==> src/rtl/length_field_deframer_top_assert.svh <==
// Assertion macros used by the length field deframer top level.
`ifndef LENGTH_FIELD_DEFRAMER_TOP_ASSERT_SVH
`define LENGTH_FIELD_DEFRAMER_TOP_ASSERT_SVH

// Same-cycle implication, checked at every rising edge outside reset.
`define LFD_ASSERT_IMPL(lbl, ante, cons) \
  lbl: assert property (@(posedge clk) disable iff (!rst_n) (ante) |-> (cons)) \
    else $error("Deframer assertion failed.");

// Next-cycle implication, checked at every rising edge outside reset.
`define LFD_ASSERT_NEXT(lbl, ante, cons) \
  lbl: assert property (@(posedge clk) disable iff (!rst_n) (ante) |=> (cons)) \
    else $error("Deframer assertion failed.");

`endif

==> src/rtl/lfd_pkg.sv <==
// Types and constants shared by the length field deframer modules.
package lfd_pkg;

  localparam logic [1:0] ST_HEADER = 2'd0;
  localparam logic [1:0] ST_BODY   = 2'd1;
  localparam logic [1:0] ST_DONE   = 2'd2;
  localparam logic [1:0] ST_ERROR  = 2'd3;

  localparam logic [1:0] REG_FIELD_OFFSET = 2'd0;
  localparam logic [1:0] REG_FIELD_BYTES  = 2'd1;
  localparam logic [1:0] REG_HEADER_BYTES = 2'd2;
  localparam logic [1:0] REG_BIG_ENDIAN   = 2'd3;

  localparam logic [7:0] RST_FIELD_OFFSET = 8'd0;
  localparam logic [3:0] RST_FIELD_BYTES  = 4'd4;
  localparam logic [7:0] RST_HEADER_BYTES = 8'd4;
  localparam logic       RST_BIG_ENDIAN   = 1'b1;

  localparam logic [3:0] MAX_FIELD_BYTES = 4'd8;

  typedef struct packed {
    logic [7:0] field_offset;
    logic [3:0] field_bytes;
    logic [7:0] header_bytes;
    logic       big_endian;
  } cfg_t;

  typedef struct packed {
    logic [1:0]  status;
    logic [63:0] frame_length;
  } result_t;

endpackage

==> src/rtl/lfd_apb_regs.sv <==
// APB configuration register file of the length field deframer.
module lfd_apb_regs (
  input  logic          clk,
  input  logic          rst_n,
  input  logic          psel,
  input  logic          penable,
  input  logic          pwrite,
  input  logic [3:0]    paddr,
  input  logic [31:0]   pwdata,
  output logic [31:0]   prdata,
  output logic          pready,
  output lfd_pkg::cfg_t cfg
);

  lfd_pkg::cfg_t cfg_r;
  lfd_pkg::cfg_t cfg_nxt;
  logic          wr_en;

  assign wr_en  = psel && penable && pwrite;
  assign pready = 1'b1;
  assign cfg    = cfg_r;

  always_comb begin
    cfg_nxt = cfg_r;
    if (wr_en) begin
      unique case (paddr[3:2])
        lfd_pkg::REG_FIELD_OFFSET: cfg_nxt.field_offset = pwdata[7:0];
        lfd_pkg::REG_FIELD_BYTES:  cfg_nxt.field_bytes  = pwdata[3:0];
        lfd_pkg::REG_HEADER_BYTES: cfg_nxt.header_bytes = pwdata[7:0];
        lfd_pkg::REG_BIG_ENDIAN:   cfg_nxt.big_endian   = pwdata[0];
        default:                   cfg_nxt = cfg_r;
      endcase
    end
  end

  always_ff @(posedge clk) begin
    if (!rst_n) begin
      cfg_r.field_offset <= lfd_pkg::RST_FIELD_OFFSET;
      cfg_r.field_bytes  <= lfd_pkg::RST_FIELD_BYTES;
      cfg_r.header_bytes <= lfd_pkg::RST_HEADER_BYTES;
      cfg_r.big_endian   <= lfd_pkg::RST_BIG_ENDIAN;
    end else begin
      cfg_r <= cfg_nxt;
    end
  end

  always_comb begin
    unique case (paddr[3:2])
      lfd_pkg::REG_FIELD_OFFSET: prdata = {24'd0, cfg_r.field_offset};
      lfd_pkg::REG_FIELD_BYTES:  prdata = {28'd0, cfg_r.field_bytes};
      lfd_pkg::REG_HEADER_BYTES: prdata = {24'd0, cfg_r.header_bytes};
      lfd_pkg::REG_BIG_ENDIAN:   prdata = {31'd0, cfg_r.big_endian};
      default:                   prdata = 32'd0;
    endcase
  end

endmodule

==> src/rtl/lfd_step.sv <==
// Frame state registers and the per-byte update of the length field deframer.
module lfd_step (
  input  logic             clk,
  input  logic             rst_n,
  input  logic             adv,
  input  logic [7:0]       data_byte,
  input  logic             clear,
  input  lfd_pkg::cfg_t    cfg,
  output lfd_pkg::result_t res
);

  logic [63:0] pos_r;
  logic [63:0] pos_nxt;
  logic [63:0] len_r;
  logic [63:0] len_nxt;
  logic        err_r;
  logic        err_nxt;

  logic [63:0] p;
  logic [63:0] np;
  logic [63:0] lv;
  logic [63:0] lv_new;
  logic [63:0] total;
  logic [7:0]  hb;
  logic [3:0]  fb;
  logic [7:0]  k;
  logic        err;
  logic        in_field;
  logic        over;

  always_comb begin
    p   = clear ? 64'd0 : pos_r;
    lv  = clear ? 64'd0 : len_r;
    err = clear ? 1'b0 : err_r;
    hb  = (cfg.header_bytes == 8'd0) ? 8'd1 : cfg.header_bytes;
    fb  = (cfg.field_bytes > lfd_pkg::MAX_FIELD_BYTES) ? lfd_pkg::MAX_FIELD_BYTES
                                                       : cfg.field_bytes;
    k   = p[7:0] - cfg.field_offset;
    in_field = (p < {56'd0, hb}) && (p[7:0] >= cfg.field_offset) && ({4'd0, fb} > k);

    lv_new = lv;
    if (in_field) begin
      if (cfg.big_endian) begin
        lv_new = {lv[55:0], data_byte};
      end else begin
        lv_new = lv | ({56'd0, data_byte} << {k[2:0], 3'b000});
      end
    end

    np    = p + 64'd1;
    over  = lv_new[63] || (&lv_new[62:0]);
    total = {56'd0, hb} + lv_new;

    pos_nxt          = pos_r;
    len_nxt          = len_r;
    err_nxt          = err;
    res.status       = lfd_pkg::ST_HEADER;
    res.frame_length = 64'd0;

    if (err) begin
      res.status = lfd_pkg::ST_ERROR;
    end else if (np < {56'd0, hb}) begin
      pos_nxt = np;
      len_nxt = lv_new;
    end else if (over) begin
      res.status = lfd_pkg::ST_ERROR;
      err_nxt    = 1'b1;
      pos_nxt    = 64'd0;
      len_nxt    = 64'd0;
    end else begin
      res.frame_length = total;
      if (np >= total) begin
        res.status = lfd_pkg::ST_DONE;
        pos_nxt    = 64'd0;
        len_nxt    = 64'd0;
      end else begin
        res.status = lfd_pkg::ST_BODY;
        pos_nxt    = np;
        len_nxt    = lv_new;
      end
    end
  end

  always_ff @(posedge clk) begin
    if (!rst_n) begin
      pos_r <= 64'd0;
      len_r <= 64'd0;
      err_r <= 1'b0;
    end else if (adv) begin
      pos_r <= pos_nxt;
      len_r <= len_nxt;
      err_r <= err_nxt;
    end
  end

endmodule

==> src/rtl/length_field_deframer_top.sv <==
// Top level of the length field deframer: input register, step logic, result register.
//
//   channel  direction  handshake            payload
//   in       in         in_valid, in_stall   in_data_byte, in_clear
//   out      out        out_valid, out_stall out_status, out_frame_length
//   cfg      in         psel, penable        paddr, pwdata, prdata
//
// Each byte is held in the input register and then passes to the result register; one
// transaction is taken every cycle while the result register is not stalled.
// The frame position and length registers are updated when a byte moves to the result
// register. Reset is synchronous and restores the register defaults and an empty frame.
// A stalled result holds the input register, and in_stall rises only when it is full.
module length_field_deframer_top (
  input  logic        clk,
  input  logic        rst_n,
  input  logic        in_valid,
  output logic        in_stall,
  input  logic [7:0]  in_data_byte,
  input  logic        in_clear,
  output logic        out_valid,
  input  logic        out_stall,
  output logic [1:0]  out_status,
  output logic [63:0] out_frame_length,
  input  logic        psel,
  input  logic        penable,
  input  logic        pwrite,
  input  logic [3:0]  paddr,
  input  logic [31:0] pwdata,
  output logic [31:0] prdata,
  output logic        pready
);

  lfd_pkg::cfg_t    cfg;
  lfd_pkg::result_t res;

  logic        s1_valid_r;
  logic        s1_valid_nxt;
  logic [7:0]  s1_byte_r;
  logic        s1_clear_r;
  logic        out_valid_r;
  logic        out_valid_nxt;
  logic [1:0]  out_status_r;
  logic [63:0] out_len_r;
  logic        out_free;
  logic        adv;
  logic        in_acc;

  lfd_apb_regs u_regs (
    .clk     (clk),
    .rst_n   (rst_n),
    .psel    (psel),
    .penable (penable),
    .pwrite  (pwrite),
    .paddr   (paddr),
    .pwdata  (pwdata),
    .prdata  (prdata),
    .pready  (pready),
    .cfg     (cfg)
  );

  lfd_step u_step (
    .clk       (clk),
    .rst_n     (rst_n),
    .adv       (adv),
    .data_byte (s1_byte_r),
    .clear     (s1_clear_r),
    .cfg       (cfg),
    .res       (res)
  );

  assign out_free = !out_valid_r || !out_stall;
  assign adv      = s1_valid_r && out_free;
  assign in_stall = s1_valid_r && !out_free;
  assign in_acc   = in_valid && !in_stall;

  always_comb begin
    s1_valid_nxt  = in_acc ? 1'b1 : (adv ? 1'b0 : s1_valid_r);
    out_valid_nxt = adv ? 1'b1 : (out_valid_r && out_stall);
  end

  always_ff @(posedge clk) begin
    if (!rst_n) begin
      s1_valid_r  <= 1'b0;
      out_valid_r <= 1'b0;
    end else begin
      s1_valid_r  <= s1_valid_nxt;
      out_valid_r <= out_valid_nxt;
    end
  end

  always_ff @(posedge clk) begin
    if (in_acc) begin
      s1_byte_r  <= in_data_byte;
      s1_clear_r <= in_clear;
    end
    if (adv) begin
      out_status_r <= res.status;
      out_len_r    <= res.frame_length;
    end
  end

  assign out_valid        = out_valid_r;
  assign out_status       = out_status_r;
  assign out_frame_length = out_len_r;

`include "length_field_deframer_top_assert.svh"

  `LFD_ASSERT_IMPL(a_err_len_zero, out_valid && (out_status == lfd_pkg::ST_ERROR), out_frame_length == 64'd0)
  `LFD_ASSERT_IMPL(a_hdr_len_zero, out_valid && (out_status == lfd_pkg::ST_HEADER), out_frame_length == 64'd0)
  `LFD_ASSERT_IMPL(a_body_len_set, out_valid && (out_status == lfd_pkg::ST_BODY || out_status == lfd_pkg::ST_DONE), out_frame_length != 64'd0)
  `LFD_ASSERT_NEXT(a_s1_held, s1_valid_r && !adv, s1_valid_r)

endmodule

==> config.mk <==
export PLATFORM = sky130hd
export DESIGN_NAME = length_field_deframer_top
export DESIGN_NICKNAME = d
export VERILOG_FILES = /design/src/rtl/lfd_pkg.sv /design/src/rtl/lfd_apb_regs.sv /design/src/rtl/lfd_step.sv /design/src/rtl/length_field_deframer_top.sv
export VERILOG_INCLUDE_DIRS = /design/src /design/src/rtl
export SDC_FILE = /design/constraint.sdc
export NUM_CORES = 1
export LEC_CHECK = 0
export BUFFER_PORTS_ARGS = -buffer_cell sky130_fd_sc_hd__buf_2
export CAP_MARGIN = 25
export CORE_MARGIN = 2
export CORE_UTILIZATION = 37
export CTS_CLUSTER_SIZE = 25
export DETAILED_ROUTE_END_ITERATION = 10
export HOLD_SLACK_MARGIN = 0.05
export PLACE_DENSITY = 0.58
export SLEW_MARGIN = 25
export SYNTH_ARGS = -nofsm -noshare
export SYNTH_HDL_FRONTEND = slang
export SYNTH_SLANG_ARGS = --single-unit
==> constraint.sdc <==
create_clock -name clk -period 24.1 [get_ports clk]
set_clock_uncertainty 0.15 [all_clocks]
set_input_delay 3.615 -clock clk [delete_from_list [all_inputs] [get_ports clk]]
set_output_delay 3.615 -clock clk [all_outputs]
set_load 0.1 [all_outputs]
After elaboration in Yosys (flattened, before gate mapping)
Index checks and enable logic that the tools add are counted.
- bits in registers: 227
- input port bits: 52
- output and inout port bits: 101
- logic and storage cells: 76
- add/subtract/negate cells: 3
- order comparisons: 6
- eq/ne operators: 3
- shift operators: 1
- multiplexer cells: 24
- bitwise gates (word level): 2
- reduce and logical (&&, ||, !) cells: 24
- operators by type and width (cell ; count):
    two-way mux 64 bit ; 11
    less-than comparator 64 x 8 -> 1 bit ; 2
    case mux 32 bit (4 select lines) ; 1
    two-way mux 66 bit ; 1
    adder 64 x 1 -> 64 bit (second input constant) ; 1
    adder 8 x 64 -> 64 bit ; 1
    >= comparator 64 bit ; 1
    bitwise OR 64 bit ; 1
    << shifter 8 x 6 -> 64 bit ; 1
    AND reduction 63 bit ; 1
    AND reduction 2 bit ; 5
    >= comparator 8 bit ; 1
    > comparator 4 x 8 -> 1 bit ; 1
    logical AND 1 bit ; 8
    zero test 8 bit ; 1
    two-way mux 8 bit ; 1
    subtractor 8 bit ; 1
    two-way mux 1 bit ; 7
    equality test 2 bit (second input constant) ; 2
    > comparator 4 bit (second input constant) ; 1
    zero test 1 bit ; 4
    two-way mux 2 bit ; 2
    two-way mux 4 bit ; 1
    OR reduction 3 bit ; 1
    other kinds (5) ; 6

Longest topological paths before layout
- depth after elaboration: 11
- mapped depth: 56

By module
From an unflattened synthesis, not the netlist that was laid out.
- cells, all modules: 2318
- area, all modules: 18012.3 µm²
- by module, submodules not included (module ; times used ; cells an instance ; area each (µm²)):
    lfd_step ; 1 ; 2104 ; 14502.7
    length_field_deframer_top ; 1 ; 83 ; 2336.0
    lfd_apb_regs ; 1 ; 131 ; 1173.6

Worst setup path after synthesis
No wires, ideal clock.
- path kind: register to register
- start point: reg s1_clear_r
- end point: reg u_step.len_r[29]
- setup time: 60 ps
- data arrival time: 11690 ps
- data required time: 23890 ps
- setup slack: 12201 ps
- stages on the path, launching flop included: 54
- period minus slack after synthesis: 11899 ps
- cells stage by stage: edfxtp_1 > buf_2 > buf_6 > buf_2 > clkbuf_1 > clkbuf_1 > clkbuf_1 > clkbuf_1 > buf_1 > clkbuf_1 > clkbuf_1 > nor2b_1 > inv_1 > fa_1 > xnor2_2 > inv_2 > buf_2 > buf_2 > [... 18 more ...] > nand3_1 > or4b_2 > xnor2_1 > o21ai_0 > ha_1 > nand2_1 > nor3_1 > and3_1 > a41o_1 > a2111oi_0 > nand3_1 > a31oi_1 > nor4bb_1 > o41a_1 > nor2_4 > o31ai_4 > buf_6 > a22o_1
- cells in the longest elaborated chain, start to end: 11
- elaborated cells on any way between the ends: 24
- RTL lines (what ; RTL line ; source):
    from (decl) ; length_field_deframer_top.sv:39 ; logic s1_clear_r;
    from (signal assigned) ; length_field_deframer_top.sv:94 ; s1_clear_r <= in_clear;
    two-way mux 64 bit ; lfd_step.sv:32 ; p = clear ? 64'd0 : pos_r;
    subtractor 8 bit ; lfd_step.sv:38 ; k = p[7:0] - cfg.field_offset;
    << shifter 8 x 6 -> 64 bit ; lfd_step.sv:46 ; lv_new = lv | ({56'd0, data_byte} << {k[2:0], 3'b000});
    bitwise OR 64 bit ; lfd_step.sv:46 ;
    two-way mux 64 bit ; lfd_step.sv:43 ; if (cfg.big_endian) begin
    two-way mux 64 bit ; lfd_step.sv:42 ; if (in_field) begin
    adder 8 x 64 -> 64 bit ; lfd_step.sv:52 ; total = {56'd0, hb} + lv_new;
    >= comparator 64 bit ; lfd_step.sv:72 ; if (np >= total) begin
    two-way mux 64 bit ; lfd_step.sv:72 ;
    two-way mux 64 bit ; lfd_step.sv:65 ; end else if (over) begin
    two-way mux 64 bit ; lfd_step.sv:62 ; end else if (np < {56'd0, hb}) begin
    to (signal assigned) ; lfd_step.sv:91 ; len_r <= len_nxt;
    to (decl) ; lfd_step.sv:14 ; logic [63:0] len_r;
Parallel ways exist; a longest one is shown, timed or not.
A chain may end at the register's enable or synchronous reset.

Worst setup path after layout
- start point: reg s1_clear_r
- end point: reg u_step.len_r[38]
Same word-level chain as after synthesis.

==> impl_metrics.tcl <==
set metrics [dict create \
    dr.pass1.iters 6 \
    start_util 0.3725 \
    worst_setup_path_end_kind "flop" \
    placed_area_mm2 0.01758 \
    synth_edf_count 75 \
    core_mm2 0.04509 \
    synth_compound_area_frac 0.2030 \
    crit_path_start_kind "flop" \
    cts.path.max_buffers 3 \
    layout_setup_ws_ns 10.99 \
    grt_pass1_wl_mm 91.94 \
    dp_slack_ns 11.44 \
    crit_required_ns 24.47 \
    via_per_inst 6.028 \
    wl_mm 60.68 \
    outcome "complete, no violations" \
    synth-main-ff-cell "dfxtp_1" \
    wl_per_cell_um 22.83 \
    synth_top_family_by_area "simple AND/OR/NAND/NOR gates" \
    die_h_um 217.0 \
    r2r-start "s1_clear_r$_DFFE_PP_" \
    layout_common_cells "nand2_1, nor2_1, dfxtp_1, buf_2, ha_1" \
    post-cts-setup-buffers 0 \
    powerDensity_mw_per_mm2 67.84 \
    vdd_drop_max_mv 0.05439 \
    drcViolationCount 0 \
    numClockSinks 227 \
    io_buffers 101 \
    relSlewSlack 0.2384 \
    cts_made_buffers 29 \
    syn_inst 2006 \
    layout_commonest_cell "nand2_1" \
    drive_gt1_frac 0.1118 \
    max_freq_mhz 76.29 \
    synth-async-reset-ratio 0 \
    area_growth_syn_to_layout_pct 10.96 \
    finalMaxSlewViolations 0 \
    netlist_area_mm2 0.01679 \
    startpoint "s1_clear_r$_DFFE_PP_" \
    yosys_warnings 0 \
    rsz0062_at_grt "false" \
    cp_common_cell "buf_4" \
    cts_tree "built" \
    worstPathArrival_ns 13.48 \
    synthAdderAreaFrac 0.07614 \
    row_count 78 \
    detail-route-antenna-nets 0 \
    synth.distinct_cells 101 \
    ys_seq_area_frac 0.3153 \
    die_area_mm2 0.04711 \
    cts-resized-gates 0 \
    vias 16020 \
    gr-total-overflow 0 \
    ys_seq_elements 227 \
    antenna_found_initial 1 \
    tightest_slew_ns 1.132 \
    clk_transition_reported_paths_ns 0.06 \
    cp_slowest_cell "nor2_2" \
    place_inst 2604 \
    setup-tns-final_ns 0 \
    fin_crit_sh 0.5439 \
    design_area_mm2 0.01863 \
    drt-initial-drc-count 1670 \
    worstSetupPathType "flop to flop" \
    first_global_vias 15060 \
    ctsHoldBuffers 0 \
    place.gp.congestion 0.9450 \
    setup_viol 0 \
    boundaryPins 153 \
    period_needed_ns 13.11 \
    cap_violations 0 \
    die_w_um 217.0 \
    worst_hold_path_type "flop to flop" \
    clockRootBuffer "clkbuf_16" \
    grt_start_max_net_pins 135 \
    grt_usage 0.2515 \
    cp_max_fo 134 \
    synth_xor_area_frac 0.06094 \
    place_hpwl_mm 43.34 \
    cts-htree-levels 1 \
    finalHoldViolations 0 \
    slowest_delay_ns 0.71 \
    synthSimpleGateAreaFrac 0.2460 \
    nets 2188 \
    stdcell_count 2658 \
    hold_start "u_step.len_r[35]$_SDFFE_PN0P_" \
    synthMuxAreaShare 0.03755 \
    worstSkewPairLatency_ns 0.58 \
    leakagePower_nw 7.086 \
    syn_avg_cell_area_um2 8.372 \
]
## routing by layer
layer	vias up	share of wire	GRT usage
met5	-	0	0
met1	7668	0.43	0.3411
li1	7391	-	-
met4	0	0.054	0.1326
met2	813	0.44	0.3903
met3	150	0.079	0.03215
## through the flow
stage | utilization | hold slack, ns | power (W)
after floorplan | - | 0.2673 | 0.0006814
after global placement | 0.3899 | 0.2818 | 0.0007741
after detailed placement | 0.3899 | 0.2897 | 0.0007755
after CTS | 0.4132 | 0.3044 | 0.001266
after global routing | 0.4132 | 0.3327 | 0.001308
final | 0.4133 | 0.3025 | 0.001264
## final cells by class
type,count,area [µm²]
tap,600,750.7
timing repair buffer,127,713.2
antenna,1,2.502
clock inverter,22,319.1
inverter,60,225.2
multi-input combinational,1590,10590
fill,4621,26450
sequential,227,5296
clock buffer,31,733.2
## power breakdown
group	switching (W)	internal [W]	total (W)
clock	0.000185	0.000305	0.000489
sequential	0.0000152	0.000412	0.000427
combinational	0.000256	0.0000921	0.000348
## cells in the mapped netlist (41+ instances only)
master	n	area (µm²)
a21oi_1	98	490.5
a22o_1	94	823.3
clkbuf_1	78	292.8
dfxtp_1	152	3043
edfxtp_1	75	2252
ha_1	99	1239
inv_1	58	217.7
mux2i_1	54	540.5
nand2_1	201	754.5
nand3_1	70	350.3
nand4_1	49	306.5
nor2_1	173	649.4
nor2b_1	95	594.3
nor3_1	41	205.2
o21ai_0	97	485.5
xnor2_1	65	569.3
xor2_1	50	437.9
## worst paths after layout
| kind | to | slack, ns | depth (start not counted) |
|---|---|---|---|
| worst max register to register | u_step.len_r[38]$_SDFFE_PN0P_ | 10.99 | 45 |
| worst min register to register | u_step.len_r[35]$_SDFFE_PN0P_ | 0.30 | 2 |
| worst min-delay path | u_step.len_r[35]$_SDFFE_PN0P_ | 0.30 | 2 |
| worst max-delay path | u_step.len_r[38]$_SDFFE_PN0P_ | 10.99 | 45 |
## cells by family (layout without fill, tap and decap cells)
family,after synthesis,in the layout
other cells,2,26
flops,227,227
mux,61,61
fa+ha+maj,101,101
xor+xnor,116,116
compound gates,491,491
simple gates,796,796
buf+inv,212,240
## registers in the layout, indices dropped and copies added (netlist names)
signal / cells
s1_clear_r: 1
s1_valid_r: 1
out_valid: 1
out_frame_length: 64
u_regs.cfg: 21
s1_byte_r: 8
u_step.len_r: 64
out_status: 2
u_step.err_r: 1
u_step.pos_r: 64
## worst max-delay path: cells and delay by family, from the launching register on
family	cells	cell delay, ns
AND/OR/NAND/NOR	14	4.45
AO/OA/AOI/OAI	16	3.55
buffers and inverters	8	2.07
XOR/XNOR	2	0.74
flip-flops	1	0.41
adder cells (fa/ha/maj)	5	1.55
Power figures use the tool's default switching activity.
